`src/rtl/core/lts_pkg.sv`:
```
// ----------------------------------------------------------------------------
// lts_pkg
// Shared widths, default sensor count, register reset values, register
// indexes and divide-by-ten constants for the line tracking steering block.
// ----------------------------------------------------------------------------
package lts_pkg;

	// default number of line sensors
	localparam int SENSOR_COUNT_DEF = 12;

	// register and result widths
	localparam int GAIN_W     = 12;
	localparam int SPEED_W    = 14;
	localparam int OUT_W      = 15;
	localparam int CFG_IDX_W  = 2;
	localparam int CFG_DATA_W = 14;

	// register reset values (gain Q4.8, speeds Q6.8)
	localparam logic [GAIN_W-1:0]  GAIN_RST     = 12'd374;
	localparam logic [SPEED_W-1:0] BASE_RST     = 14'd2944;
	localparam logic [SPEED_W-1:0] MAX_CORR_RST = 14'd4352;

	// register indexes
	localparam logic [CFG_IDX_W-1:0] CFG_STEER_GAIN     = 2'd0;
	localparam logic [CFG_IDX_W-1:0] CFG_BASE_SPEED     = 2'd1;
	localparam logic [CFG_IDX_W-1:0] CFG_MAX_CORRECTION = 2'd2;

	// floor(x/10) = (x * DIV10_MUL) >> DIV10_SHIFT, exact for 16-bit x
	localparam logic [15:0] DIV10_MUL   = 16'd52429;
	localparam int          DIV10_SHIFT = 19;

endpackage

```
`src/rtl/core/line_track_steering.sv`:
```
// ----------------------------------------------------------------------------
// line_track_steering
// Proportional line-following steering: sensor snapshot in, wheel target
// speeds and a line-lost flag out.
// ----------------------------------------------------------------------------
//
//  channel  | handshake            | payload
//  ---------+----------------------+---------------------------------------
//  input    | in_valid / in_stall  | sensor_bits
//  output   | out_valid / out_stall| left_target, right_target, line_lost
//  config   | cfg_we               | cfg_index, cfg_data
//
// One transaction per cycle is sustained while out_stall is low. The sensor
// offset is summed and registered on input, then gain multiply, clamps and
// wheel sums run into the result register. The pipeline advances whenever
// the result register is empty or taken; out_stall backs up into in_stall.
// Reset clears valid flags, the offset history and loads register defaults.
// ----------------------------------------------------------------------------
module line_track_steering #(
	parameter int SENSOR_COUNT = lts_pkg::SENSOR_COUNT_DEF
) (
	input  logic                           clk,
	input  logic                           arst_n,

	input  logic                           cfg_we,
	input  logic [lts_pkg::CFG_IDX_W-1:0]  cfg_index,
	input  logic [lts_pkg::CFG_DATA_W-1:0] cfg_data,

	input  logic                           in_valid,
	output logic                           in_stall,
	input  logic [SENSOR_COUNT-1:0]        sensor_bits,

	output logic                           out_valid,
	input  logic                           out_stall,
	output logic [lts_pkg::OUT_W-1:0]      left_target,
	output logic [lts_pkg::OUT_W-1:0]      right_target,
	output logic                           line_lost
);

	// offset magnitude is at most about SENSOR_COUNT^2/4 half-sensor steps
	localparam int OFS_W = $clog2((SENSOR_COUNT * SENSOR_COUNT) / 4 + 1) + 1;
	localparam int P_W   = lts_pkg::GAIN_W + 1 + OFS_W;
	localparam int O_W   = lts_pkg::OUT_W;
	localparam int S_W   = lts_pkg::OUT_W + 3;

	// configuration registers
	logic [lts_pkg::GAIN_W-1:0]  gain_q;
	logic [lts_pkg::SPEED_W-1:0] base_q;
	logic [lts_pkg::SPEED_W-1:0] max_corr_q;

	always_ff @(posedge clk or negedge arst_n) begin
		if (!arst_n) begin
			gain_q     <= lts_pkg::GAIN_RST;
			base_q     <= lts_pkg::BASE_RST;
			max_corr_q <= lts_pkg::MAX_CORR_RST;
		end else if (cfg_we) begin
			case (cfg_index)
				lts_pkg::CFG_STEER_GAIN:     gain_q     <= cfg_data[lts_pkg::GAIN_W-1:0];
				lts_pkg::CFG_BASE_SPEED:     base_q     <= cfg_data[lts_pkg::SPEED_W-1:0];
				lts_pkg::CFG_MAX_CORRECTION: max_corr_q <= cfg_data[lts_pkg::SPEED_W-1:0];
				default: ;
			endcase
		end
	end

	// handshake control
	logic valid_s1;
	logic advance;
	logic in_take;

	assign advance  = !out_valid || !out_stall;
	assign in_stall = valid_s1 && !advance;
	assign in_take  = in_valid && !in_stall;

	// weighted sensor sum: sensor i counts 2i-(N-1)
	logic signed [OFS_W-1:0] ofs_sum;
	logic                    any_set;

	always_comb begin
		logic signed [OFS_W-1:0] w;
		ofs_sum = '0;
		any_set = |sensor_bits;
		for (int i = 0; i < SENSOR_COUNT; i++) begin
			w = OFS_W'(2 * i - (SENSOR_COUNT - 1));
			if (sensor_bits[i]) begin
				ofs_sum = ofs_sum + w;
			end
		end
	end

	// input stage
	logic signed [OFS_W-1:0] ofs_s1;
	logic                    lost_s1;

	always_ff @(posedge clk or negedge arst_n) begin
		if (!arst_n) begin
			valid_s1 <= 1'b0;
		end else if (!valid_s1 || advance) begin
			valid_s1 <= in_take;
		end
	end

	always_ff @(posedge clk) begin
		if (in_take) begin
			ofs_s1  <= ofs_sum;
			lost_s1 <= !any_set;
		end
	end

	// offset history, kept from the last transaction that saw the line
	logic signed [OFS_W-1:0] last_ofs_q;
	logic signed [OFS_W-1:0] ofs_sel;

	assign ofs_sel = lost_s1 ? last_ofs_q : ofs_s1;

	always_ff @(posedge clk or negedge arst_n) begin
		if (!arst_n) begin
			last_ofs_q <= '0;
		end else if (valid_s1 && advance && !lost_s1) begin
			last_ofs_q <= ofs_s1;
		end
	end

	// correction: gain*offset/2, rounded half away from zero, clamped
	logic signed [P_W-1:0] prod;
	logic                  prod_neg;
	logic [P_W-1:0]        prod_mag;
	logic [P_W-1:0]        corr_mag;
	logic [O_W-1:0]        corr_lim;
	logic [O_W-1:0]        corr_cl;

	always_comb begin
		prod     = P_W'($signed({1'b0, gain_q})) * P_W'(ofs_sel);
		prod_neg = prod[P_W-1];
		prod_mag = prod_neg ? P_W'(-prod) : P_W'(prod);
		corr_mag = (prod_mag + P_W'(1)) >> 1;
		corr_lim = lost_s1 ? {max_corr_q, 1'b0} : O_W'(max_corr_q);
		corr_cl  = (corr_mag > P_W'(corr_lim)) ? corr_lim : corr_mag[O_W-1:0];
	end

	// speed bounds
	logic [15:0]    base_x3;
	logic [31:0]    div10_prod;
	logic [O_W-1:0] lo_bound;
	logic [O_W-1:0] hi_bound;

	always_comb begin
		base_x3    = 16'(base_q) * 16'd3;
		div10_prod = 32'(base_x3) * 32'(lts_pkg::DIV10_MUL);
		if (lost_s1) begin
			lo_bound = O_W'(div10_prod >> lts_pkg::DIV10_SHIFT);
			hi_bound = {base_q, 1'b0};
		end else begin
			lo_bound = O_W'(base_q >> 1);
			hi_bound = base_x3[O_W:1];
		end
	end

	// wheel sums and clamps
	logic signed [S_W-1:0] base_e;
	logic signed [S_W-1:0] corr_s;
	logic signed [S_W-1:0] lo_e;
	logic signed [S_W-1:0] hi_e;
	logic signed [S_W-1:0] left_raw;
	logic signed [S_W-1:0] right_raw;
	logic [O_W-1:0]        left_cl;
	logic [O_W-1:0]        right_cl;

	always_comb begin
		base_e    = S_W'(base_q);
		corr_s    = prod_neg ? -S_W'(corr_cl) : S_W'(corr_cl);
		lo_e      = S_W'(lo_bound);
		hi_e      = S_W'(hi_bound);
		left_raw  = base_e + corr_s;
		right_raw = base_e - corr_s;

		if (left_raw < lo_e) begin
			left_cl = lo_bound;
		end else if (left_raw > hi_e) begin
			left_cl = hi_bound;
		end else begin
			left_cl = left_raw[O_W-1:0];
		end

		if (right_raw < lo_e) begin
			right_cl = lo_bound;
		end else if (right_raw > hi_e) begin
			right_cl = hi_bound;
		end else begin
			right_cl = right_raw[O_W-1:0];
		end
	end

	// result register
	logic           out_valid_q;
	logic [O_W-1:0] left_q;
	logic [O_W-1:0] right_q;
	logic           lost_q;

	always_ff @(posedge clk or negedge arst_n) begin
		if (!arst_n) begin
			out_valid_q <= 1'b0;
		end else if (advance) begin
			out_valid_q <= valid_s1;
		end
	end

	always_ff @(posedge clk) begin
		if (advance && valid_s1) begin
			left_q  <= left_cl;
			right_q <= right_cl;
			lost_q  <= lost_s1;
		end
	end

	assign out_valid    = out_valid_q;
	assign left_target  = left_q;
	assign right_target = right_q;
	assign line_lost    = lost_q;

endmodule
```
`config.mk`:
```
export PLATFORM = sky130hd
export DESIGN_NAME = line_track_steering
export DESIGN_NICKNAME = d
export VERILOG_FILES = /design/src/rtl/core/lts_pkg.sv /design/src/rtl/core/line_track_steering.sv
export SDC_FILE = /design/constraint.sdc
export NUM_CORES = 1
export LEC_CHECK = 0
export BUFFER_PORTS_ARGS = -buffer_cell sky130_fd_sc_hd__buf_2
export CORE_MARGIN = 2
export CORE_UTILIZATION = 50
export DETAILED_ROUTE_END_ITERATION = 10
export PLACE_DENSITY = 0.7
export SYNTH_ARGS = -nofsm -noshare
export SYNTH_HDL_FRONTEND = slang
export SYNTH_SLANG_ARGS = --single-unit
export TNS_END_PERCENT = 10
```
`constraint.sdc`:
```
create_clock -name clk -period 21.6 [get_ports clk]
set_input_delay 4.32 -clock clk [delete_from_list [all_inputs] [get_ports clk]]
set_output_delay 4.32 -clock clk [all_outputs]
set_load 0.01 [all_outputs]
```
==> results of run 1 <==
-- critical path: cells and delay by family (launching register included) --
kind            cells  cell delay (ns)
buf+inv             8             1.61
compound gates     24             6.49
xor+xnor            2             0.38
mux                 3             1.45
flops               1             0.32
simple gates       12             1.82
fa+ha+maj          10             4.12
-- layout by cell type (no fill, tap or decap), types with 14 or more instances in the layout --
cell type,synthesis,final
fa_1,135,135
dfrtp_1,37,37
a21o_1,34,33
nor2_1,104,104
nand3_1,33,33
a211oi_1,18,18
a21oi_1,99,99
and3_1,17,17
o211ai_1,14,14
mux2i_1,97,97
mux2_2,54,54
and2_1,21,21
o21ai_0,66,66
inv_1,245,245
edfxtp_1,39,39
nor3_1,35,35
xor2_1,41,41
nor2b_1,70,70
nor4_1,14,14
buf_2,7,65
nand2b_1,38,38
a31oi_1,14,14
o21bai_1,23,23
o21a_1,17,17
xnor2_1,96,95
ha_1,307,307
nand2_1,104,104
nand4_1,21,21
-- final cells by class --
type                       count  area share, %
clock buffer                  10           1.18
clock inverter                 6          0.238
tap                          468           3.01
timing repair buffer          77           2.14
inverter                     246           4.75
multi-input combinational   1630           76.3
sequential                    88           12.4
-- final timing paths --
kind                            cells past startpoint  slack [ns]                         to            startpoint
worst max-delay path                               59        5.04   left_target[0]$_DFFE_PP_     lost_s1$_DFFE_PP_
worst min-delay path                                1        0.48      out_valid$_DFFE_PN0P_  valid_s1$_DFFE_PN0N_
worst max register to register                     59        5.04   left_target[0]$_DFFE_PP_     lost_s1$_DFFE_PP_
worst min register to register                      1        0.48      out_valid$_DFFE_PN0P_  valid_s1$_DFFE_PN0N_
max in group asynchronous                           2       17.09      base_q[3]$_DFFE_PN0P_                arst_n
min in group asynchronous                           2        4.08  max_corr_q[9]$_DFFE_PN0P_                arst_n
-- state kept, by name (all words and copies together) (netlist names), 7 cells and up --
register / count
left_target: 15
right_target: 15
base_q: 14
max_corr_q: 14
gain_q: 12
last_ofs_q: 7
ofs_s1: 7
-- kinds of logic after synthesis --
group,Yosys count
muxes,158
AOI/OAI and AO/OA,380
DFF,88
and+or+nand+nor,507
adders and majority gates,443
xor gates and xnor gates,142
buffers and inverters,310
-- per-stage QoR --
| stage | util [%] | cell area [um^2] | setup WS, ns | hold slack (ns) | instances |
|---|---|---|---|---|---|
| after global routing | 53.3 | 19400 | 3.65 | 0.534 | 2525 |
| after floorplan | - | 18400 | 5.78 | 0.449 | 2028 |
| after CTS | 53.3 | 19400 | 5.15 | 0.486 | 2525 |
| final | 53.3 | 19400 | 5.04 | 0.481 | 2525 |
| after global placement | 52.6 | 19200 | 5.73 | 0.459 | 2509 |
| after detailed placement | 52.6 | 19200 | 5.17 | 0.470 | 2509 |
-- per-layer routing --
metal  vias up  routed length [um]  global-route usage, %
li1       7126                   -                      -
met1      7238               20000                   31.5
met2       371               22200                   43.0
met3        89                1830                   2.65
met4         0                1870                   9.34
met5         -                   0                      0
==> results.md, run 1 <==
* HPWL Detailed at 38700 um
* Synth area leaders: ha_1 (21%), fa_1 (15%), edfxtp_1 (6.4%), mux2i_1 (5.3%), dfrtp_1 (5.0%)
* Asr flop ratio synth at 55.7%
* Final nets at 2527
* Post-synth top flop: edfxtp_1
* Vias per inst at 5.87
* Yosys top cell area share at 20.8%
* Remaining DRCs at 0
* XOR/XNOR share of the synthesized area at 7.06%
* Status: finished clean
* Compound-Gate Fraction of Synth Area at 14.1%
* Setup_tns at 0 ns
* Gates resized, CTS repair at 0
* Setup-failing EPs final at 0
* Fin crit share at 76.7%
* Final min period at 16.56 ns
* Post-synth EDFFs at 39
* Diodes inserted at 0
* DR iter-0 viols at 852
* Avg Inst Size Synth at 9.09 um^2
* Main combinational cell family by area after synthesis: adder cells
* Final ANT Viol Nets at 0
* Avg WL per Cell at 18.2 um
* CP max stage delay at 1.00 ns
* Critical Path RT at 21.70 ns
* Hold WC Path Type: register to register
* Port bufs at 65
* Cell Area, Synth at 0.0184 mm^2
* DR pass1 iterations at 5
* CTS clk-pin slew, worst paths at 0.07 ns
* Crit path kind: register to register
* Largest net degree at the start of global routing at 65
* Commonest cells in the netlist: ha_1 (307), inv_1 (245), fa_1 (135)
* Startpoint types: register
* Post-synth cell types at 101
* Post-synthesis mux area share at 9.25%
* Initial antenna violation count at 0
* # fillers at 3328
* Yosys reg bits at 88
* CTS Buf Count at 9
* Die H at 196 um
* Crit Path Max Fanout at 64
* Crit path arrival time at 16.66 ns
* H-tree depth at 3
* Skew final at 0.00976 ns
* Slew Viols, Final at 0
* Count leader, synth: ha_1
* Max frequency at 0.0604 GHz
* Clock Latency Late Sink at 0.35 ns
* Tightest Pin Transition at 1.12 ns
* Reg area at 0.00241 mm^2
* Ports at 66
* Worst Setup End Kind: register
* Vias in the first global route at 14900
* Initial Utilization at 50.6%
* Sink Count at 88
* Core Region at 0.0364 mm^2
* Yosys warning total at 0
* CTS max path bufs at 2
* CTS tree: yes
* Mapped Cells at 2028
* Die area at 0.0384 mm^2
* Simple-Gate Fraction of Synth Area at 14.3%
* Number of max-cap violations at 0
* Setup Buffers After CTS at 0
* GP Congestion at 0.941
* CTS Hold Buffers Added at 0
* Critical-path top delay cell: mux2i_1
* Multi-input logic area at 0.0148 mm^2
* Die X at 196 um
* Root Driver: clkbuf_16
* Final WL at 45800 um
* Largest area contributor in the netlist: ha_1
* Synth-to-Final Area Change at 5.37%
* First-pass GRT wire length at 76200 um
* Register area share after synthesis at 13.1%
* Net count of the mapped netlist at 2503
* GRT overflow at 0
* Via count at 14800
* RSZ-0062 raised after global routing: false
* Rel. slew slack at 23.5%
* Endpoints failing hold at 0
* Site row count at 70
* Share of layout cells above drive strength 1 at 10.2%
* Adder-cell share of the synthesized area at 35.5%
* Overall routing resource usage at 24.6%
Power of run 1 is left out: the tool's default activity adds up to more than one toggle a clock period on the data nets, which glitch-free logic cannot reach.
==> run 2, diff against run 1 <==
--- a/config.mk
+++ b/config.mk
@@ -9,7 +9,7 @@
 export CORE_MARGIN = 2
 export CORE_UTILIZATION = 50
 export DETAILED_ROUTE_END_ITERATION = 10
-export PLACE_DENSITY = 0.7
+export PLACE_DENSITY = 0.72
 export SYNTH_ARGS = -nofsm -noshare
 export SYNTH_HDL_FRONTEND = slang
 export SYNTH_SLANG_ARGS = --single-unit
==> constraint.sdc (replaced) <==
create_clock -name clk -period 14.7 [get_ports clk]
set_input_delay 2.94 -clock clk [delete_from_list [all_inputs] [get_ports clk]]
set_output_delay 2.94 -clock clk [all_outputs]
set_load 0.01 [all_outputs]
==> results.md, run 2 (same netlist as run 1, synthesis figures left out) <==
* Status: finished clean
* Synth-to-Final Area Change at 8.30%
* Fin crit share at 94.7%
* Sink Count at 88
* Most frequent cells in the layout: ha_1 (302), inv_1 (245), fa_1 (135)
* Startpoint types: register
* Worst Hold Slack at 0.492 ns
* Largest net degree at the start of global routing at 50
* Top routing layer used: met4
* CP max stage delay at 0.56 ns
* Placed cell area at 0.0193 mm^2
* Setup-failing EPs final at 0
* GRT overflow at 0
* Worst path most repeated cell: inv_1
* Initial antenna violation count at 0
* Crit path kind: register to register
* Worst Setup End Kind: register
* Multi-input logic area at 0.0151 mm^2
* Final min period at 13.91 ns
* Fin util at 54.8%
* Flop-to-flop setup slack at 0.79 ns
* Slew Viols, Final at 0
* Crit path arrival time at 14.04 ns
* Critical Path RT at 14.82 ns
* DR WL met3 at 1690 um
* CTS Buf Count at 9
* DRT met1 WL at 20600 um
* CTS clk-pin slew, worst paths at 0.08 ns
* Avg WL per Cell at 18.5 um
* Via count at 14900
* Vias per inst at 5.83
* Skew final at 0.00933 ns
* Final WL at 47300 um
* Die H at 196 um
* Tightest Pin Transition at 1.12 ns
* CTS max path bufs at 2
* Overall routing resource usage at 24.9%
* Share of layout cells above drive strength 1 at 13.1%
* Hold WC Path Type: register to register
* Initial Utilization at 50.6%
* Ports at 66
* Remaining DRCs at 0
* Clock Latency Late Sink at 0.36 ns
* Vias in the first global route at 15100
* Max frequency at 0.0719 GHz
* Root Driver: clkbuf_16
* Critical-path top delay cell: fa_1
* Final nets at 2553
* Crit Path Max Fanout at 11
* Rel. slew slack at 25.4%
* DR pass1 iterations at 5
* WL met2 at 23600 um
* Reg area at 0.00241 mm^2
* GP Congestion at 0.958
* # fillers at 3284
* HPWL Detailed at 39300 um
* CTS tree: yes
* First-pass GRT wire length at 77100 um
* Most common cell after layout, fill and taps aside: ha_1
* Core Region at 0.0364 mm^2
* H-tree depth at 3
* Endpoints failing hold at 0
* Finished Cell Area at 0.0200 mm^2
* Die X at 196 um
* Final ANT Viol Nets at 0
* Number of max-cap violations at 0
* Port bufs at 65
* DR iter-0 viols at 890
* Site row count at 70
* Die area at 0.0384 mm^2
* CTS Hold Buffers Added at 0
==> run 2: cell count changes in the layout (fill, tap and decap cells not counted), sizes merged <==
cell	before	now
buf	77	102
diode	0	2
inv	251	252
==> run 2: per-layer routing <==
layer,up-vias,GRT usage [%]
li1,7174,-
met1,7246,31.9
met2,385,45.0
met3,86,2.18
met4,0,6.51
met5,-,0
==> run 2: worst paths after layout <==
| kind | from | endpoint | cells after the start |
|---|---|---|---|
| max | lost_s1$_DFFE_PP_ | left_target[0]$_DFFE_PP_ | 62 |
| min | valid_s1$_DFFE_PN0N_ | out_valid$_DFFE_PN0P_ | 1 |
| max reg2reg | lost_s1$_DFFE_PP_ | left_target[0]$_DFFE_PP_ | 62 |
| min reg2reg | valid_s1$_DFFE_PN0N_ | out_valid$_DFFE_PN0P_ | 1 |
| max in group asynchronous | arst_n | last_ofs_q[2]$_DFFE_PN0P_ | 1 |
| min in group asynchronous | arst_n | base_q[12]$_DFFE_PN0P_ | 1 |
==> run 2: critical path: cells and delay by family (launching register included) <==
family	cells	cell delay [ns]
compound gates	16	3.73
fa+ha+maj	9	3.50
simple gates	20	3.44
buf+inv	11	1.19
mux	4	1.02
flops	1	0.41
xor+xnor	2	0.36
==> run 2: cell type report <==
cell class	count	area share, %
flip-flops and latches	88	12.1
inverters	246	4.62
repair buffers	103	3.29
diodes	2	0.0251
multi-input cells	1630	75.5
clock buffers	9	1.13
well taps	468	2.93
clock inverters	7	0.382
==> run 2: repair_timing <==
action	4_1_cts	5_1_grt
buffers inserted	0	10
endpoints found under the setup margin	0	30
resized for setup	0	51
==> run 2: per-stage QoR <==
step           setup TNS [ns]  setup slack [ns]  std cells
2_1_floorplan               0            0.0825       2028
3_3_place_gp                0             0.515       2524
3_5_place_dp                0             0.125       2524
4_1_cts                     0            0.0903       2540
5_1_grt                -0.492           -0.0515       2551
6_report                    0             0.785       2553
Power of run 2 is left out for the same reason.
==> run 3, diff against run 2 <==
--- a/config.mk
+++ b/config.mk
@@ -7,9 +7,10 @@
 export LEC_CHECK = 0
 export BUFFER_PORTS_ARGS = -buffer_cell sky130_fd_sc_hd__buf_2
 export CORE_MARGIN = 2
-export CORE_UTILIZATION = 50
+export CORE_UTILIZATION = 59
 export DETAILED_ROUTE_END_ITERATION = 10
-export PLACE_DENSITY = 0.72
+export PLACE_DENSITY = 0.82
+export RECOVER_POWER = 100
 export SYNTH_ARGS = -nofsm -noshare
 export SYNTH_HDL_FRONTEND = slang
 export SYNTH_SLANG_ARGS = --single-unit
==> results.md, run 3 (same netlist as run 1, synthesis figures left out) <==
* Largest net degree at the start of global routing at 50
* Setup-failing EPs final at 0
* Final ANT Viol Nets at 0
* Die X at 181 um
* Root Driver: clkbuf_16
* Startpoint types: register
* Synth-to-Final Area Change at 7.27%
* Ports at 66
* DR iter-0 viols at 1201
* Core Region at 0.0307 mm^2
* Vias in the first global route at 15700
* Crit path kind: register to register
* Initial antenna violation count at 3
* Final nets at 2553
* Slew Viols, Final at 96
* Final min period at 14.10 ns
* Max frequency at 0.0709 GHz
* Critical Path RT at 14.81 ns
* CTS Buf Count at 9
* GRT overflow at 0
* First-pass GRT wire length at 77900 um
* Skew final at 0.0102 ns
* Fin crit share at 95.9%
* HPWL Detailed at 38800 um
* Status: complete, but fails checks
* Crit Path Max Fanout at 15
* Initial Utilization at 60.1%
* CTS max path bufs at 2
* Hold WC Path Type: register to register
* Port bufs at 65
* Site row count at 64
* Rel. slew slack at -80.5%
* Fin util at 64.5%
* Via count at 15400
* CTS tree: yes
* Final WL at 47200 um
* Crit path arrival time at 14.21 ns
* CTS clk-pin slew, worst paths at 0.08 ns
* Failing checks: capacitance limit, slew limit
* Vias per inst at 6.19
* Avg WL per Cell at 19.0 um
* Endpoints failing hold at 0
* Number of max-cap violations at 3
* Most common cell after layout, fill and taps aside: ha_1
* CP max stage delay at 0.54 ns
* H-tree depth at 3
* Share of layout cells above drive strength 1 at 11.0%
* Worst Setup End Kind: register
* Tightest Pin Transition at 2.71 ns
* Sink Count at 88
* Clock Latency Late Sink at 0.36 ns
* Overall routing resource usage at 29.0%
* CTS Hold Buffers Added at 0
* Die H at 181 um
* GP Congestion at 0.963
* Remaining DRCs at 0
* Most frequent cells in the layout: ha_1 (305), inv_1 (245), fa_1 (135)
* Critical-path top delay cell: fa_1
* Worst path most repeated cell: inv_1
* DR pass1 iterations at 5
* # fillers at 2493
* Die area at 0.0327 mm^2
* WP buf/inv at 13
* CP delay by family, top: compound AO/OA/AOI/OAI gates
==> run 3: cell types whose count changed in the layout (fill, tap and decap cells not counted), sizes merged <==
| cell | change |
|---|---|
| inv | -1 |
| clkinv | +1 |
| clkbuf | +37 |
| buf | -37 |
==> run 3: final timing paths <==
path / cells after the start / slack (ns) / startpoint / to
max: 59 / 0.60 / lost_s1$_DFFE_PP_ / left_target[0]$_DFFE_PP_
min: 1 / 0.50 / valid_s1$_DFFE_PN0N_ / out_valid$_DFFE_PN0P_
max reg2reg: 59 / 0.60 / lost_s1$_DFFE_PP_ / left_target[0]$_DFFE_PP_
min reg2reg: 1 / 0.50 / valid_s1$_DFFE_PN0N_ / out_valid$_DFFE_PN0P_
max in group asynchronous: 2 / 9.63 / arst_n / base_q[3]$_DFFE_PN0P_
min in group asynchronous: 2 / 3.52 / arst_n / base_q[12]$_DFFE_PN0P_
==> run 3: repair_timing <==
action | CTS | global route
pin swaps | 0 | 8
setup buffers | 0 | 10
setup endpoints to repair | 13 | 30
gates resized for setup | 1 | 47
==> run 3: through the flow <==
step	instances	setup TNS [ns]	hold slack, ns	setup slack (ns)	instance area (um^2)
after floorplan	2028	0	0.449	0.0825	18500
after global placement	2453	0	0.461	0.478	19200
after detailed placement	2453	-0.0112	0.473	-0.0112	19200
after CTS	2469	0	0.502	0.0805	19500
after global routing	2480	-0.317	0.543	-0.0571	19800
final	2481	0	0.496	0.601	19800
==> run 3: cell type report <==
cell class / count / area, um^2 / share of cell area (%)
flip-flops and latches: 88 / 2410 / 12.2
inverters: 246 / 923 / 4.67
diodes: 2 / 5.00 / 0.0253
clock buffers: 9 / 225 / 1.14
clock inverters: 7 / 81.3 / 0.411
well taps: 396 / 495 / 2.50
repair buffers: 103 / 591 / 2.99
multi-input cells: 1630 / 15000 / 76.1
==> run 3: routing by layer <==
| layer | global-route usage (%) | up-vias | wire length [um] |
|---|---|---|---|
| li1 | - | 7192 | - |
| met1 | 36.1 | 7467 | 19500 |
| met2 | 50.5 | 569 | 23100 |
| met3 | 3.79 | 139 | 2610 |
| met4 | 11.8 | 0 | 2010 |
| met5 | 0 | - | 0 |
Power of run 3 is left out for the same reason.
